File: config.mk
export PLATFORM = sky130hd
export DESIGN_NAME = at_oob_prefix_matcher_top
export DESIGN_NICKNAME = d
export VERILOG_FILES = /design/src/design/aopm_pkg.sv /design/src/design/aopm_front.sv /design/src/design/aopm_queue.sv /design/src/design/aopm_back.sv /design/src/design/at_oob_prefix_matcher_top.sv
export SDC_FILE = /design/constraint.sdc
export NUM_CORES = 1
export LEC_CHECK = 0
export BUFFER_PORTS_ARGS = -buffer_cell sky130_fd_sc_hd__buf_2
export CORE_MARGIN = 1
export CORE_UTILIZATION = 50
export DETAILED_ROUTE_END_ITERATION = 6
export PLACE_DENSITY = 0.69
export SYNTH_ARGS = -nofsm -noshare
export SYNTH_HDL_FRONTEND = slang
export SYNTH_SLANG_ARGS = --single-unit
File: constraint.sdc
create_clock -name clk -period 8.76 [get_ports clk]
set_clock_uncertainty 0.15 [all_clocks]
set_input_delay 1.752 -clock clk [delete_from_list [all_inputs] [get_ports clk]]
set_output_delay 1.752 -clock clk [all_outputs]
set_load 0.03 [all_outputs]
File: src/design/aopm_pkg.sv
// Shared types and constants for the modem receive prefix matcher.
// Used by the front end, the item queue, the back end and the top level.
package aopm_pkg;

  localparam int HANDLER_COUNT_DEF    = 4;
  localparam int MAX_PREFIX_BYTES_DEF = 8;
  localparam int QUEUE_DEPTH_DEF      = 2;

  // Handler slots present in the register map.
  localparam int HANDLER_SLOTS = 4;

  localparam int LEN_W    = 12;
  localparam int CAP_W    = 13;
  localparam int PFX_W    = 64;
  localparam int PLEN_W   = 4;
  localparam int PLENS_W  = 16;
  localparam int CFG_A_W  = 3;
  localparam int CFG_D_W  = 64;

  localparam logic [7:0]       CH_LF     = 8'd10;
  localparam logic [7:0]       CH_CR     = 8'd13;
  localparam logic [CAP_W-1:0] CAP_LIMIT = 13'd4096;
  localparam logic [CAP_W-1:0] CAP_RESET = 13'd256;

  localparam logic [CFG_A_W-1:0] CFG_LINE_CAP  = 3'd0;
  localparam logic [CFG_A_W-1:0] CFG_PREFIX_0  = 3'd1;
  localparam logic [CFG_A_W-1:0] CFG_PREFIX_1  = 3'd2;
  localparam logic [CFG_A_W-1:0] CFG_PREFIX_2  = 3'd3;
  localparam logic [CFG_A_W-1:0] CFG_PREFIX_3  = 3'd4;
  localparam logic [CFG_A_W-1:0] CFG_PLENGTHS  = 3'd5;

  typedef enum logic [1:0] {
    EV_NONE    = 2'd0,
    EV_MATCH   = 2'd1,
    EV_TIMEOUT = 2'd2,
    EV_CLEARED = 2'd3
  } aopm_event_t;

  typedef enum logic [1:0] {
    KIND_APPEND  = 2'd0,
    KIND_SKIP    = 2'd1,
    KIND_TIMEOUT = 2'd2
  } aopm_kind_t;

  // Classified item handed from the front end to the back end.
  typedef struct packed {
    aopm_kind_t kind;
    logic [7:0] line_byte;
  } aopm_item_t;

endpackage

File: src/design/aopm_front.sv
// Front end: accepts receive items, folds CR/LF pairs and classifies them.
// Depends on aopm_pkg for the item type and character constants.
module aopm_front (
  input  logic               clk,
  input  logic               rst_n,
  input  logic               in_valid,
  output logic               in_ready,
  input  logic               func,
  input  logic [7:0]         rx_byte,
  output logic               item_valid,
  input  logic               item_ready,
  output aopm_pkg::aopm_item_t item
);
  import aopm_pkg::*;

  logic [7:0] prev_r, prev_nxt;
  logic       accept;
  logic       pair_second;
  logic       is_nl;

  assign in_ready   = item_ready;
  assign item_valid = in_valid;
  assign accept     = in_valid && item_ready;

  assign pair_second = ((rx_byte == CH_CR) && (prev_r == CH_LF)) ||
                       ((rx_byte == CH_LF) && (prev_r == CH_CR));
  assign is_nl       = (rx_byte == CH_CR) || (rx_byte == CH_LF);

  always_comb begin
    prev_nxt = prev_r;
    if (func) begin
      item.kind      = KIND_TIMEOUT;
      item.line_byte = 8'd0;
    end else if (pair_second) begin
      item.kind      = KIND_SKIP;
      item.line_byte = 8'd0;
    end else begin
      item.kind      = KIND_APPEND;
      item.line_byte = is_nl ? CH_LF : rx_byte;
    end
    // A timeout leaves the remembered raw byte alone.
    if (accept && !func) begin
      prev_nxt = rx_byte;
    end
  end

  always_ff @(posedge clk) begin
    if (!rst_n) begin
      prev_r <= 8'd0;
    end else begin
      prev_r <= prev_nxt;
    end
  end

endmodule

File: src/design/aopm_queue.sv
// Short queue of classified items between the front end and the back end.
// Depends on aopm_pkg for the item type.
module aopm_queue #(
  parameter int DEPTH = aopm_pkg::QUEUE_DEPTH_DEF
) (
  input  logic                 clk,
  input  logic                 rst_n,
  input  logic                 push_valid,
  output logic                 push_ready,
  input  aopm_pkg::aopm_item_t push_item,
  output logic                 pop_valid,
  input  logic                 pop_ready,
  output aopm_pkg::aopm_item_t pop_item
);
  import aopm_pkg::*;

  localparam int PW = (DEPTH > 1) ? $clog2(DEPTH) : 1;
  localparam int CW = $clog2(DEPTH + 1);
  localparam logic [PW-1:0] LAST = PW'(DEPTH - 1);
  localparam logic [CW-1:0] FULL = CW'(DEPTH);

  aopm_item_t    mem_r [DEPTH];
  logic [PW-1:0] wr_ptr_r, wr_ptr_nxt;
  logic [PW-1:0] rd_ptr_r, rd_ptr_nxt;
  logic [CW-1:0] count_r, count_nxt;
  logic          do_push, do_pop;

  assign push_ready = (count_r != FULL);
  assign pop_valid  = (count_r != '0);
  assign pop_item   = mem_r[rd_ptr_r];
  assign do_push    = push_valid && push_ready;
  assign do_pop     = pop_valid && pop_ready;

  always_comb begin
    wr_ptr_nxt = wr_ptr_r;
    rd_ptr_nxt = rd_ptr_r;
    count_nxt  = count_r;
    if (do_push) begin
      wr_ptr_nxt = (wr_ptr_r == LAST) ? '0 : wr_ptr_r + PW'(1);
    end
    if (do_pop) begin
      rd_ptr_nxt = (rd_ptr_r == LAST) ? '0 : rd_ptr_r + PW'(1);
    end
    if (do_push && !do_pop) begin
      count_nxt = count_r + CW'(1);
    end else if (do_pop && !do_push) begin
      count_nxt = count_r - CW'(1);
    end
  end

  always_ff @(posedge clk) begin
    if (!rst_n) begin
      wr_ptr_r <= '0;
      rd_ptr_r <= '0;
      count_r  <= '0;
    end else begin
      wr_ptr_r <= wr_ptr_nxt;
      rd_ptr_r <= rd_ptr_nxt;
      count_r  <= count_nxt;
    end
  end

  always_ff @(posedge clk) begin
    if (do_push) begin
      mem_r[wr_ptr_r] <= push_item;
    end
  end

endmodule

File: src/design/aopm_back.sv
// Back end: holds the line state and configuration, matches handler prefixes
// and registers the result. Depends on aopm_pkg.
module aopm_back #(
  parameter int HANDLER_COUNT    = aopm_pkg::HANDLER_COUNT_DEF,
  parameter int MAX_PREFIX_BYTES = aopm_pkg::MAX_PREFIX_BYTES_DEF
) (
  input  logic                          clk,
  input  logic                          rst_n,
  input  logic                          cfg_we,
  input  logic [aopm_pkg::CFG_A_W-1:0]  cfg_addr,
  input  logic [aopm_pkg::CFG_D_W-1:0]  cfg_wdata,
  input  logic                          item_valid,
  output logic                          item_ready,
  input  aopm_pkg::aopm_item_t          item,
  output logic                          out_valid,
  input  logic                          out_ready,
  output logic [15:0]                   out_data,
  output logic [2:0]                    out_user
);
  import aopm_pkg::*;

  localparam int HW = (MAX_PREFIX_BYTES > 1) ? $clog2(MAX_PREFIX_BYTES) : 1;
  localparam logic [LEN_W-1:0]  HEAD_LEN = LEN_W'(MAX_PREFIX_BYTES);
  localparam logic [PLEN_W-1:0] PLEN_MAX = PLEN_W'(MAX_PREFIX_BYTES);

  // Configuration registers.
  logic [CAP_W-1:0]   cap_r;
  logic [PFX_W-1:0]   prefix_r [HANDLER_SLOTS];
  logic [PLENS_W-1:0] plens_r;

  // Line state.
  logic [LEN_W-1:0] len_r, len_nxt;
  logic [7:0]       head_r [MAX_PREFIX_BYTES];
  logic [7:0]       merged [MAX_PREFIX_BYTES];

  // Result register.
  logic        out_valid_r, out_valid_nxt;
  logic [15:0] out_data_r, out_data_nxt;
  logic [2:0]  out_user_r, out_user_nxt;

  logic              pop;
  logic [CAP_W-1:0]  cap_sat;
  logic [CAP_W-1:0]  len_inc;
  logic [CAP_W-1:0]  len_inc2;
  logic [HANDLER_SLOTS-1:0] hit;
  logic              any_hit;
  logic [1:0]        hit_idx;
  logic [PLEN_W-1:0] plen;
  logic              bytes_ok;
  aopm_event_t       ev;
  logic [1:0]        hidx;
  logic              lbv;
  logic [7:0]        lbyte;

  assign item_ready = !out_valid_r || out_ready;
  assign pop        = item_valid && item_ready;
  assign out_valid  = out_valid_r;
  assign out_data   = out_data_r;
  assign out_user   = out_user_r;

  assign cap_sat  = (cap_r > CAP_LIMIT) ? CAP_LIMIT : cap_r;
  assign len_inc  = {1'b0, len_r} + CAP_W'(1);
  assign len_inc2 = len_inc + CAP_W'(1);

  // Head bytes as they stand once the incoming byte is written.
  always_comb begin
    for (int b = 0; b < MAX_PREFIX_BYTES; b++) begin
      merged[b] = (len_r == LEN_W'(b)) ? item.line_byte : head_r[b];
    end
  end

  always_comb begin
    hit = '0;
    for (int k = 0; k < HANDLER_SLOTS; k++) begin
      plen     = plens_r[PLEN_W*k +: PLEN_W];
      bytes_ok = 1'b1;
      for (int b = 0; b < MAX_PREFIX_BYTES; b++) begin
        if ((PLEN_W'(b) < plen) && (merged[b] != prefix_r[k][8*b +: 8])) begin
          bytes_ok = 1'b0;
        end
      end
      if ((k < HANDLER_COUNT) && (plen != '0) && (plen <= PLEN_MAX) &&
          (len_inc == CAP_W'(plen)) && bytes_ok) begin
        hit[k] = 1'b1;
      end
    end
  end

  // Lowest matching handler wins.
  always_comb begin
    any_hit = 1'b0;
    hit_idx = 2'd0;
    for (int k = HANDLER_SLOTS - 1; k >= 0; k--) begin
      if (hit[k]) begin
        any_hit = 1'b1;
        hit_idx = 2'(k);
      end
    end
  end

  always_comb begin
    len_nxt = len_r;
    ev      = EV_NONE;
    hidx    = 2'd0;
    lbv     = 1'b0;
    lbyte   = 8'd0;
    case (item.kind)
      KIND_TIMEOUT: begin
        ev      = EV_TIMEOUT;
        len_nxt = '0;
      end
      KIND_APPEND: begin
        lbv   = 1'b1;
        lbyte = item.line_byte;
        if (any_hit) begin
          ev      = EV_MATCH;
          hidx    = hit_idx;
          len_nxt = '0;
        end else if ((len_inc2 >= cap_sat) || (item.line_byte == CH_LF)) begin
          ev      = EV_CLEARED;
          len_nxt = '0;
        end else begin
          len_nxt = len_inc[LEN_W-1:0];
        end
      end
      default: begin
      end
    endcase
    if (!pop) begin
      len_nxt = len_r;
    end
  end

  always_comb begin
    out_valid_nxt = out_valid_r;
    out_data_nxt  = out_data_r;
    out_user_nxt  = out_user_r;
    if (pop) begin
      out_valid_nxt = 1'b1;
      out_data_nxt  = {6'd0, lbyte, hidx};
      out_user_nxt  = {lbv, ev};
    end else if (out_ready) begin
      out_valid_nxt = 1'b0;
    end
  end

  always_ff @(posedge clk) begin
    if (!rst_n) begin
      cap_r       <= CAP_RESET;
      plens_r     <= '0;
      for (int k = 0; k < HANDLER_SLOTS; k++) begin
        prefix_r[k] <= '0;
      end
      len_r       <= '0;
      out_valid_r <= 1'b0;
    end else begin
      if (cfg_we) begin
        case (cfg_addr)
          CFG_LINE_CAP: cap_r       <= cfg_wdata[CAP_W-1:0];
          CFG_PREFIX_0: prefix_r[0] <= cfg_wdata;
          CFG_PREFIX_1: prefix_r[1] <= cfg_wdata;
          CFG_PREFIX_2: prefix_r[2] <= cfg_wdata;
          CFG_PREFIX_3: prefix_r[3] <= cfg_wdata;
          CFG_PLENGTHS: plens_r     <= cfg_wdata[PLENS_W-1:0];
          default: begin
          end
        endcase
      end
      len_r       <= len_nxt;
      out_valid_r <= out_valid_nxt;
    end
  end

  always_ff @(posedge clk) begin
    out_data_r <= out_data_nxt;
    out_user_r <= out_user_nxt;
    if (pop && (item.kind == KIND_APPEND) && (len_r < HEAD_LEN)) begin
      head_r[len_r[HW-1:0]] <= item.line_byte;
    end
  end

endmodule

File: src/design/at_oob_prefix_matcher_top.sv
// Modem receive prefix matcher: top level wiring front end, queue and back end.
// An accepted item is written into the queue memory, then into the back end's result register.
// Throughput: one item per cycle; the back end retires one queued item each cycle unless its result is stalled.
// Reset (rst_n low, synchronous) empties the queue, clears the line and the
// remembered raw byte and restores the register defaults; no clearing pass.
module at_oob_prefix_matcher_top #(
  parameter int HANDLER_COUNT    = aopm_pkg::HANDLER_COUNT_DEF,
  parameter int MAX_PREFIX_BYTES = aopm_pkg::MAX_PREFIX_BYTES_DEF,
  parameter int QUEUE_DEPTH      = aopm_pkg::QUEUE_DEPTH_DEF
) (
  input  logic                          clk,
  input  logic                          rst_n,
  input  logic                          cfg_we,
  input  logic [aopm_pkg::CFG_A_W-1:0]  cfg_addr,
  input  logic [aopm_pkg::CFG_D_W-1:0]  cfg_wdata,
  input  logic                          in_tvalid,
  output logic                          in_tready,
  input  logic [7:0]                    in_tdata,   // rx_byte [7:0]
  input  logic                          in_tuser,   // func [0]
  output logic                          out_tvalid,
  input  logic                          out_tready,
  output logic [15:0]                   out_tdata,  // handler_index [1:0], line_byte [9:2]
  output logic [2:0]                    out_tuser   // event_res [1:0], line_byte_valid [2]
);
  import aopm_pkg::*;

  logic       fe_valid, fe_ready;
  aopm_item_t fe_item;
  logic       be_valid, be_ready;
  aopm_item_t be_item;

  aopm_front u_front (
    .clk        (clk),
    .rst_n      (rst_n),
    .in_valid   (in_tvalid),
    .in_ready   (in_tready),
    .func       (in_tuser),
    .rx_byte    (in_tdata),
    .item_valid (fe_valid),
    .item_ready (fe_ready),
    .item       (fe_item)
  );

  aopm_queue #(
    .DEPTH (QUEUE_DEPTH)
  ) u_queue (
    .clk        (clk),
    .rst_n      (rst_n),
    .push_valid (fe_valid),
    .push_ready (fe_ready),
    .push_item  (fe_item),
    .pop_valid  (be_valid),
    .pop_ready  (be_ready),
    .pop_item   (be_item)
  );

  aopm_back #(
    .HANDLER_COUNT    (HANDLER_COUNT),
    .MAX_PREFIX_BYTES (MAX_PREFIX_BYTES)
  ) u_back (
    .clk        (clk),
    .rst_n      (rst_n),
    .cfg_we     (cfg_we),
    .cfg_addr   (cfg_addr),
    .cfg_wdata  (cfg_wdata),
    .item_valid (be_valid),
    .item_ready (be_ready),
    .item       (be_item),
    .out_valid  (out_tvalid),
    .out_ready  (out_tready),
    .out_data   (out_tdata),
    .out_user   (out_tuser)
  );

endmodule
### Word-level counts from Yosys, hierarchy flattened

Memories as Yosys holds them, arrays and structs flattened. A register that Yosys moved wholly into a read port is not among the register bits.
Cells that the tools add are included.

* memories: 3
* input port bits: 81
* word-level logic and storage cells: 293
* bits in writable memories: 340
* register bits after elaboration: 67
* output and inout port bits: 21

Memory list
* u_back.prefix_r: words 4, width 64, rd ports 4, clocked after memory_dff 0, wr ports 4, line aopm_back.sv:28 `logic [PFX_W-1:0] prefix_r [HANDLER_SLOTS];`
* u_back.head_r: words 8, width 8, rd ports 8, clocked after memory_dff 0, wr ports 1, line aopm_back.sv:33 `logic [7:0] head_r [MAX_PREFIX_BYTES];`
* u_queue.mem_r: words 2, width 10, rd ports 1, clocked after memory_dff 1, wr ports 1, line aopm_queue.sv:22 `aopm_item_t mem_r [DEPTH];`

* muxes and demuxes: 95
* equality and inequality tests: 55
* reductions and logical operators: 77
* bitwise operators: 6
* $lt $le $gt $ge: 39
* $add $sub $neg: 6

Operators with widths (number)
* 64-bit two-way mux: 4
* 8-bit inequality test: 32
* 8-bit two-way mux: 9
* 1-bit two-way mux: 69
* 3-bit by 4-bit < comparator with 1-bit output, first input constant: 16
* 1-bit logical AND: 53
* 13-bit by 4-bit == test with 1-bit output: 4
* 12-bit by 3-bit == test with 1-bit output, second input constant: 4
* 8-bit by 4-bit == test with 1-bit output, second input constant: 5
* 1-bit by 4-bit < comparator with 1-bit output, first input constant: 8
* 2-bit by 4-bit < comparator with 1-bit output, first input constant: 8
* 12-bit by 2-bit == test with 1-bit output, second input constant: 2
* 12-bit two-way mux: 2
* 12-bit one-hot mux with 2 select lines: 1
* 4-bit <= comparator, second input constant: 4
* 4-bit nonzero test: 4
* 12-bit by 1-bit adder with 13-bit output, second input constant: 1
* 13-bit by 1-bit adder with 13-bit output, second input constant: 1
* 13-bit greater-or-equal comparator: 1
* 13-bit greater-than comparator, second input constant: 1
* 13-bit two-way mux: 1
* 12-bit by 1-bit == test with 1-bit output, second input constant: 1
* 12-bit logical NOT: 1
* 12-bit by 4-bit < comparator with 1-bit output, second input constant: 1
* other kinds (22): 45

### Logic depth before layout (Yosys ltp)

Gate-level depths: netlist of the first run.

* depth in word-level cells: 20
* mapped depth: 20
* gate-level depth less buffers: 18

### Hierarchy

Synthesis of the first run repeated with hierarchy kept, for this count alone.

* cell total of the unflattened synthesis: 2011
* area total of the unflattened synthesis: 22616.7 µm²

Modules (own cells, without submodules)
* aopm_back: area each 21175.3 µm², times used 1, sequential area each 10840.4 µm², cells an instance 1899
* aopm_queue: area each 952.2 µm², times used 1, sequential area each 700.7 µm², cells an instance 56
* aopm_front: area each 489.2 µm², times used 1, sequential area each 160.2 µm², cells an instance 56

### Worst setup path after synthesis of the first run

OpenSTA, ideal clock, no wires.

* kind: in2reg
* start: input cfg_addr[1] (netlist name)
* end: memory u_back.prefix_r[0][0], enable pin
* buffers on the path: 0
* data required time: 8036 ps
* path slack: 1265 ps
* library setup time: 574 ps
* data arrival time: 6770 ps
* cell stages on the path: 2
* cells stage by stage: or3b_2 > o21ai_0

RTL lines
* from (decl): line at_oob_prefix_matcher_top.sv:14 `input logic [aopm_pkg::CFG_A_W-1:0] cfg_addr,`
* to (decl): line aopm_back.sv:28

==> reports/metrics.cfg, run 1 <==
[floorplan]
fp.dieW_microns = 215
ioPinCount = 102
initial_core_util = 0.510
dieArea_sq_um = 46400
core_sq_um = 44600
fp.dieH_microns = 215
fp-row-count = 77

[clocking]
clk_path_buf_depth = 3
cts_root_buf = clkbuf_16
post_cts_buffers = 0
cts_made_buffers = 45
htree_levels = 2
clock-sinks = 408
clk_latency_ns = 0.61
cts_tree = built
clk_pin_slew_ns = 0.06
cts_hold_buf = 0
cts_resized = 0

[setup_path]
crit_path_top_delay_cell = dfxtp_1
crit_chain = mux2i_4, inv_2, mux2i_1, xnor2_1, nor4_1, a31oi_1, nor3_1, nand2_1, o311ai_2, a2111oi_0, a31o_1
path_class = reg2reg
cp.required_ns = 9.09
cp.arrival_ns = 6.07
worst_r2r_path_depth = 11
cpPeakStageDelay_ns = 1.09
startpoint_type = flop
end_kind = flop
cp_max_fo = 23

[yosys]
async_flop_share = 0
synth_area_per_cell_sq_um = 10.8
ys_types = 79
synth.ff_latch_count = 408
synth-edff-count = 353
synth_top_area_share = 0.466
syn_inst = 2112
yosysSeqAreaShare = 0.514
synth.area.top_cells = edfxtp_1 47%, xnor2_1 9.3%, and2_1 7.5%
yosysTopAreaCell = edfxtp_1
synthFlopType = edfxtp_1
synth_area_sq_um = 22800
yosys_warnings = 0

[outcome]
status = finished clean

[worst_hold_path]
whs_path_depth = 2
hp-class = reg2reg

[final_layout]
seqCellArea_sq_um = 11700
mostFrequentLayoutCell = edfxtp_1
synthToLayoutAreaGrowth_pct = 11.2
drive_gt1_frac = 0.108
finalNetCount = 2269
most-common-layout-cells = 353 x edfxtp_1, 273 x and2_1, 242 x xnor2_1, 143 x nand2_1, 96 x buf_2
multiInputGateArea_sq_um = 10400
final.fill_count = 3768
insertedDiodeCount = 0

[sta]
setup_viol = 0
finalCriticalPeriod_ns = 5.74
slew_headroom = 0.215
hold_viol = 0
rsz0062_at_grt = no
fin_tns_setup_ns = 0
min_period_over_period = 0.655
worstMarginPinSlew_ns = 1.17
worst_hold_slack_ns = 0.308
max_freq_ghz = 0.174
final-max-slew-violation-count = 0

[power]
power.leakage_uw = 0.00860
p_sw_frac = 0.313
power_switching_uw = 1770
combPwrFrac = 0.217
powerDensity_nw_per_um2 = 224
p_seq_frac = 0.437
ir_drop_mv = 0.165
p_int_uw = 3890
clkPwrFrac = 0.345

[routing]
vias_per_cell = 6.12
drtPass1Iterations = 6
routedWlPerCell_microns = 25.0
drtIter0Drc = 2034
ant_nets = 0
route.detailed.drc = 0
vias = 17100
routed_wl_microns = 70000

[global_route]
grt_max_degree = 65
grt.total_usage = 0.299
antenna_found_initial = 1
grt_pass1_vias = 16600
grt-ovfl-total = 0
grt_first_pass_wirelength_microns = 104000

[placement]
numPortBuffers = 95
dp_hpwl_microns = 47400
gp_congestion = 0.971

[run]
max-cap-violations = 0

critical path, delay by kind of cell, from the launching register on:
family	cells	cell delay [ns]
compound gates	4	1.45
xor+xnor	1	0.12
buf+inv	1	0.51
flops	1	1.09
mux	2	1.39
simple gates	3	0.91
metrics by stage:
| step | setup WS (ns) | power, uW | utilization | cell area, sq um | std cells |
|---|---|---|---|---|---|
| after floorplan | 1.27 | 3300 | - | 22800 | 2117 |
| after global placement | 3.18 | 3700 | 0.533 | 23800 | 2713 |
| after detailed placement | 3.09 | 3720 | 0.533 | 23800 | 2713 |
| after CTS | 3.08 | 5660 | 0.567 | 25300 | 2795 |
| after global routing | 2.66 | 5840 | 0.567 | 25300 | 2796 |
| final | 3.02 | 5660 | 0.567 | 25300 | 2796 |
flip-flops by register name, summed over array words and instances (netlist names), 2 cells and up, named ones only:
signal,count
u_queue.count_r,2
u_back.len_r,12
u_back.head_r,64
u_back.plens_r,16
u_front.prev_r,8
u_queue.mem_r,20
u_back.out_data,10
u_back.out_user,3
u_back.cap_r,13
u_back.prefix_r,256
layout make-up:
class                           instances  area share
Clock buffer                           67      0.0543
Clock inverter                         15     0.00613
Inverter                               71      0.0105
Multi-Input combinational cell       1516       0.409
Sequential cell                       408       0.462
Tap cell                              592      0.0293
Timing Repair Buffer                  127      0.0282
kinds of logic (layout without fill, tap and decap cells):
logic type      after synthesis  after routing  synth area share
compound gates              348            348             0.104
xor+xnor                    320            320             0.123
fa+ha+maj                    19             19            0.0104
buf+inv                     193            280            0.0365
flops                       408            408             0.514
mux                          38             38            0.0201
other cells                   1              6          0.000165
simple gates                785            785             0.191
metal layers:
metal / track usage / share of wire
met1: 0.410 / 0.43
met2: 0.467 / 0.45
met3: 0.0545 / 0.084
met4: 0.123 / 0.037
met5: 0 / 0
synthesized netlist by cell type (6+ instances only):
master and n:
edfxtp_1 353, and2_1 273, xnor2_1 242, nand2_1 143, a21oi_1 85, nor2_1 84
xor2_1 78, clkbuf_1 77, inv_1 66, dfxtp_1 55, nand3_1 48, nor4_1 47
nand4_1 45, nor3_1 45, o21ai_0 43, o22ai_1 34, mux2i_1 27, a31oi_1 26
buf_2 23, ha_1 19, o31ai_1 19, o221ai_1 16, buf_4 15, nor2b_1 14
a221oi_1 13, nand3b_1 13, a211oi_1 12, nand2b_1 11, o211ai_1 11, a22oi_1 10
and3_1 10, a2111oi_0 9, o2111ai_1 9, or3_1 8, a221o_1 6, and4_1 6
o21a_1 6, o32ai_1 6, or4_1 6
power groups by stage:
stage,combinational (uW),sequential [uW],clock (uW)
after floorplan,790,2510,0
after global placement,1190,2510,0
after detailed placement,1210,2510,0
after CTS,1220,2470,1970
after global routing,1310,2490,2040
final,1230,2470,1950
worst paths after layout:
check	start	endpoint	slack [ns]
setup / recovery	flop	u_back.len_r[2]$_SDFFE_PN0P_	3.02
hold / removal	u_back.cap_r[7]$_SDFFE_PN0P_	u_back.cap_r[7]$_SDFFE_PN0P_	0.31
setup reg to reg	flop	u_back.len_r[2]$_SDFFE_PN0P_	3.02
hold reg to reg	u_back.cap_r[7]$_SDFFE_PN0P_	u_back.cap_r[7]$_SDFFE_PN0P_	0.31
Power figures use the tool's default switching activity.
==> run 2: changes to the inputs <==
PLACE_DENSITY = 0.72   (was 0.69)
clock period = 5.19 ns   (was 8.76 ns; I/O delays follow)
==> run 2 against run 1 <==
Effect of this change: utilization is 0.57 points higher; count of clock-buffer cells in the layout shrank 5; global-route usage up 0.080 points; first-iteration DRC count increased by 7.4%; sequential share of layout area down 0.45 points; critical path depth is 1 higher; combinational power grew 83%; largest power group unchanged.
==> reports/metrics.cfg, run 2 (synthesis gave the netlist of run 1 again) <==
[final_layout]
most-common-layout-cells = 353 x edfxtp_1, 273 x and2_1, 242 x xnor2_1, 143 x nand2_1, 95 x buf_2
drive_gt1_frac = 0.123
mostFrequentLayoutCell = edfxtp_1
max_flop_register = u_back.prefix_r
largest_reg_flops = 256
post-route-util = 0.573
finalNetCount = 2310
insertedDiodeCount = 0
final.fill_count = 3754
synthToLayoutAreaGrowth_pct = 12.3

[setup_path]
end_kind = flop
reg2reg_slack_ns = 0.43
r2r_start = u_back.len_r[7]$_SDFFE_PN0P_
startpoint_type = flop
cp.arrival_ns = 4.95
cp_max_fo = 14
path_class = reg2reg
cp.required_ns = 5.38
startpoint = u_back.len_r[7]$_SDFFE_PN0P_

[clocking]
cts_tree = built
clk_pin_slew_ns = 0.06
clk_latency_ns = 0.59
post_cts_buffers = 0
clk_path_buf_depth = 3
htree_levels = 2
cts_root_buf = clkbuf_16
clock-sinks = 408
cts_made_buffers = 45

[global_route]
antenna_found_initial = 1
grt_first_pass_wirelength_microns = 105000
grt.total_usage = 0.300
grt_pass1_vias = 16700
grt_max_degree = 65
grt-ovfl-total = 0

[routing]
routed_wl_microns = 70000
wl_met1_microns = 30100
drtPass1Iterations = 6
vias_per_cell = 6.17
drtIter0Drc = 2185
routedWlPerCell_microns = 24.7
wl_met3_microns = 5740
vias = 17500
top_layer = met5
ant_nets = 0
met2_length_microns = 31700
route.detailed.drc = 0

[sta]
rsz0062_at_grt = no
worstMarginPinSlew_ns = 1.13
final-max-slew-violation-count = 0
setup_ws_ns = 0.429
max_freq_ghz = 0.210
slew_headroom = 0.245
finalCriticalPeriod_ns = 4.76
setup_viol = 0
hold_viol = 0
min_period_over_period = 0.917

[power]
ir_drop_mv = 0.271
power.leakage_uw = 0.00877
p_total_uw = 9600
powerDensity_nw_per_um2 = 375

[worst_hold_path]
worstHoldStart = u_back.cap_r[0]$_SDFFE_PN0P_
hp-class = reg2reg

[floorplan]
fp.dieH_microns = 215
fp-row-count = 77
initial_core_util = 0.510
core_sq_um = 44600
dieArea_sq_um = 46400
ioPinCount = 102
fp.dieW_microns = 215

[placement]
place_ws_ns = 0.301
numPortBuffers = 95
dp_hpwl_microns = 48700
gp_congestion = 0.967

[run]
max-cap-violations = 0

[outcome]
status = finished clean

==> run 2: changes by cell type in the layout (fill, tap and decap cells not counted), moves of 2 or more <==
cell       change
clkinv_8       -2
clkbuf_16      -4
bufinv_16      +2
buf_12         +2
clkbuf_1       +3
clkbuf_8       -4
buf_4         +40
clkinv_2       +4
==> run 2: report_power, final <==
part	switching, uW	leakage, uW	internal [uW]	total, uW
clock network	1340	0.000705	1860	3200
logic	1450	0.00425	798	2250
registers	242	0.00382	3910	4150
==> run 2: worst paths after layout <==
kind	to	cells after the start
worst max register to register	u_back.out_user[1]$_DFFE_PP_	12
worst min register to register	u_back.cap_r[0]$_SDFFE_PN0P_	2
worst max-delay path	u_back.out_user[1]$_DFFE_PP_	12
worst min-delay path	u_back.cap_r[0]$_SDFFE_PN0P_	2
==> run 2: final cells by class <==
class | count | area [sq um] | area share
Clock buffer | 62 | 1230 | 0.0481
Clock inverter | 21 | 220 | 0.00861
Inverter | 71 | 267 | 0.0104
Multi-Input combinational cell | 1516 | 10400 | 0.405
Sequential cell | 408 | 11700 | 0.458
Tap cell | 592 | 741 | 0.0290
Timing Repair Buffer | 168 | 1050 | 0.0410
==> run 2: metrics by stage <==
stage | hold WS, ns | setup TNS [ns] | area [sq um] | cells
global placement | 0.294 | 0 | 24100 | 2755
finish | 0.306 | 0 | 25600 | 2838
detailed placement | 0.297 | 0 | 24100 | 2755
floorplan | 0.282 | -164.87 | 22800 | 2117
CTS | 0.305 | 0 | 25600 | 2838
global route | 0.325 | 0 | 25600 | 2838
==> run 2: worst max-delay path, stage by stage (launching register included) <==
cell	delay, ns
dfxtp_1	0.40
nor4_2	0.47
buf_4	0.28
and4_1	0.56
mux2i_1	0.23
a211o_1	0.35
a2111oi_1	0.41
o211ai_1	0.37
o32ai_1	0.43
nand4_1	0.11
o21ai_0	0.38
nor3_1	0.10
a221o_1	0.27
==> run 2: what timing repair did <==
item | in CTS | in global routing
resized for setup | 0 | 1
hold buffers | 0 | 0
endpoints found under the setup margin | 0 | 5
==> run 2: layer usage <==
layer	up-vias	GRT usage
li1	7832	-
met3	153	0.0378
met1	8595	0.427
met4	2	0.109
met5	-	0
met2	923	0.470
==> run 3: changes to the inputs <==
PLACE_DENSITY = 0.69   (was 0.72)
clock period = 5.4 ns   (was 5.19 ns; I/O delays follow)
==> run 3 against run 2 <==
Effect of this change: sequential power decreased by 4%; hold slack better by 0.0045 ns; combinational power fell by 4%; sequential cell count stayed put; power down 4.3%; register-to-register slack got worse by 0.15 ns; clock power down 5%; setup slack got worse by 0.15 ns; count of clock-buffer cells in the layout increased by 1; non-clock buffer count decreased by 6; critical endpoint unchanged; largest cell class unchanged; largest power group unchanged; highest routed layer is now met4.
==> reports/metrics.cfg, run 3 (synthesis gave the netlist of run 1 again) <==
[global_route]
grt.total_usage = 0.307
grt_first_pass_wirelength_microns = 107000
grt_pass1_vias = 17200
grt-ovfl-total = 0
antenna_found_initial = 2
grt_max_degree = 65

[power]
powerDensity_nw_per_um2 = 360
combPwrFrac = 0.235
clkPwrFrac = 0.331
ir_drop_mv = 0.268
p_int_uw = 6260
p_seq_frac = 0.434
p_sw_frac = 0.319
power.leakage_uw = 0.00873
power_switching_uw = 2930

[sta]
min_period_over_period = 0.949
slew_headroom = 0.171
final-max-slew-violation-count = 0
fin_tns_setup_ns = 0
max_freq_ghz = 0.195
setup_viol = 0
worstMarginPinSlew_ns = 1.24
hold_viol = 0
finalCriticalPeriod_ns = 5.12
rsz0062_at_grt = no

[final_layout]
finalNetCount = 2304
mostFrequentLayoutCell = edfxtp_1
fin_area_sq_um = 25500
synthToLayoutAreaGrowth_pct = 12.1
most-common-layout-cells = 353 x edfxtp_1, 273 x and2_1, 242 x xnor2_1, 143 x nand2_1, 95 x buf_2
multiInputGateArea_sq_um = 10400
drive_gt1_frac = 0.122
insertedDiodeCount = 0
max_flop_register = u_back.prefix_r
seqCellArea_sq_um = 11700
largest_reg_flops = 256
final.fill_count = 3729

[routing]
routedWlPerCell_microns = 25.3
ant_nets = 0
drtIter0Drc = 1748
route.detailed.drc = 0
vias_per_cell = 6.17
drtPass1Iterations = 7
vias = 17500
routed_wl_microns = 71700

[setup_path]
cp.required_ns = 5.58
cp.arrival_ns = 5.30
rr_endpoint = u_back.out_user[1]$_DFFE_PP_
reg2reg_slack_ns = 0.28
end_kind = flop
startpoint_type = flop
worst_r2r_path_depth = 13
path_class = reg2reg
cp_max_fo = 17

[placement]
dp_hpwl_microns = 50500
gp_congestion = 0.991
placed_cell_area_sq_um = 24100
numPortBuffers = 95

[clocking]
post_cts_buffers = 0
cts_made_buffers = 45
cts_resized = 0
cts_root_buf = clkbuf_16
clk_latency_ns = 0.60
clock-sinks = 408
cts_tree = built
htree_levels = 2
cts_hold_buf = 0
clk_pin_slew_ns = 0.06
clk_path_buf_depth = 3

[worst_hold_path]
worstHoldStart = u_back.cap_r[9]$_SDFFE_PN0P_
hp-class = reg2reg
hold_end = u_back.cap_r[9]$_SDFFE_PN0P_
whs_path_depth = 2

[floorplan]
fp.dieH_microns = 215
ioPinCount = 102
fp-row-count = 77
dieArea_sq_um = 46400
core_sq_um = 44600
initial_core_util = 0.510
fp.dieW_microns = 215

[outcome]
status = finished clean

[run]
max-cap-violations = 0

[run 3: area by class of cell]
class / count / area share
flip-flops and latches: 408 / 0.459
repair buffers: 162 / 0.0393
inverters: 71 / 0.0104
clock buffers: 63 / 0.0500
clock inverters: 17 / 0.00613
multi-input cells: 1516 / 0.406
well taps: 592 / 0.0290
[run 3: worst max-delay path by stage]
stage	start	to	slack, ns	cells past startpoint
after floorplan	cfg_addr[2]	u_back.prefix_r[1][0]$_SDFFCE_PN0P_	-1.12	2
after global placement	u_back.len_r[1]$_SDFFE_PN0P_	u_back.len_r[2]$_SDFFE_PN0P_	0.34	17
after detailed placement	u_back.len_r[1]$_SDFFE_PN0P_	u_back.len_r[2]$_SDFFE_PN0P_	0.23	17
after CTS	u_back.len_r[1]$_SDFFE_PN0P_	u_back.len_r[2]$_SDFFE_PN0P_	0.20	17
after global routing	flop	u_back.len_r[2]$_SDFFE_PN0P_	0.02	13
final	flop	u_back.out_user[1]$_DFFE_PP_	0.28	13
[run 3: critical path: stages, from the launching register on]
cell       delay (ns)
dfxtp_1          0.71
buf_4            0.32
mux2i_4          0.70
buf_4            0.43
xnor2_1          0.10
nor4_1           0.18
nand4_1          0.13
a211o_1          0.40
nor4b_1          0.60
a2bb2oi_1        0.23
nand4_1          0.22
o21ai_4          0.27
nor3_1           0.14
a221o_1          0.27
[run 3: power by group through the flow]
stage	Clock [uW]	Sequential, uW	Combinational (uW)
after detailed placement	0	4040	2120
after floorplan	0	4060	1280
after CTS	3060	3980	2130
after global placement	0	4030	2090
after global routing	3170	4000	2280
final	3050	3980	2160
[run 3: per-layer routing]
layer	vias to the layer above	global-route usage	share of wire
met3	156	0.0448	0.081
met4	0	0.122	0.036
met1	8632	0.422	0.42
met5	-	0	0
li1	7816	-	-
met2	847	0.491	0.46
[run 3: per-stage QoR]
step                      cells  utilization  setup slack [ns]  total power [uW]  hold slack, ns
after CTS                  2829        0.572             0.205              9170           0.309
after global placement     2749        0.540             0.345              6120           0.293
final                      2829        0.572             0.277              9190           0.311
after floorplan            2117            -             -1.12              5340           0.282
after global routing       2829        0.572            0.0169              9450           0.328
after detailed placement   2749        0.540             0.228              6160           0.300
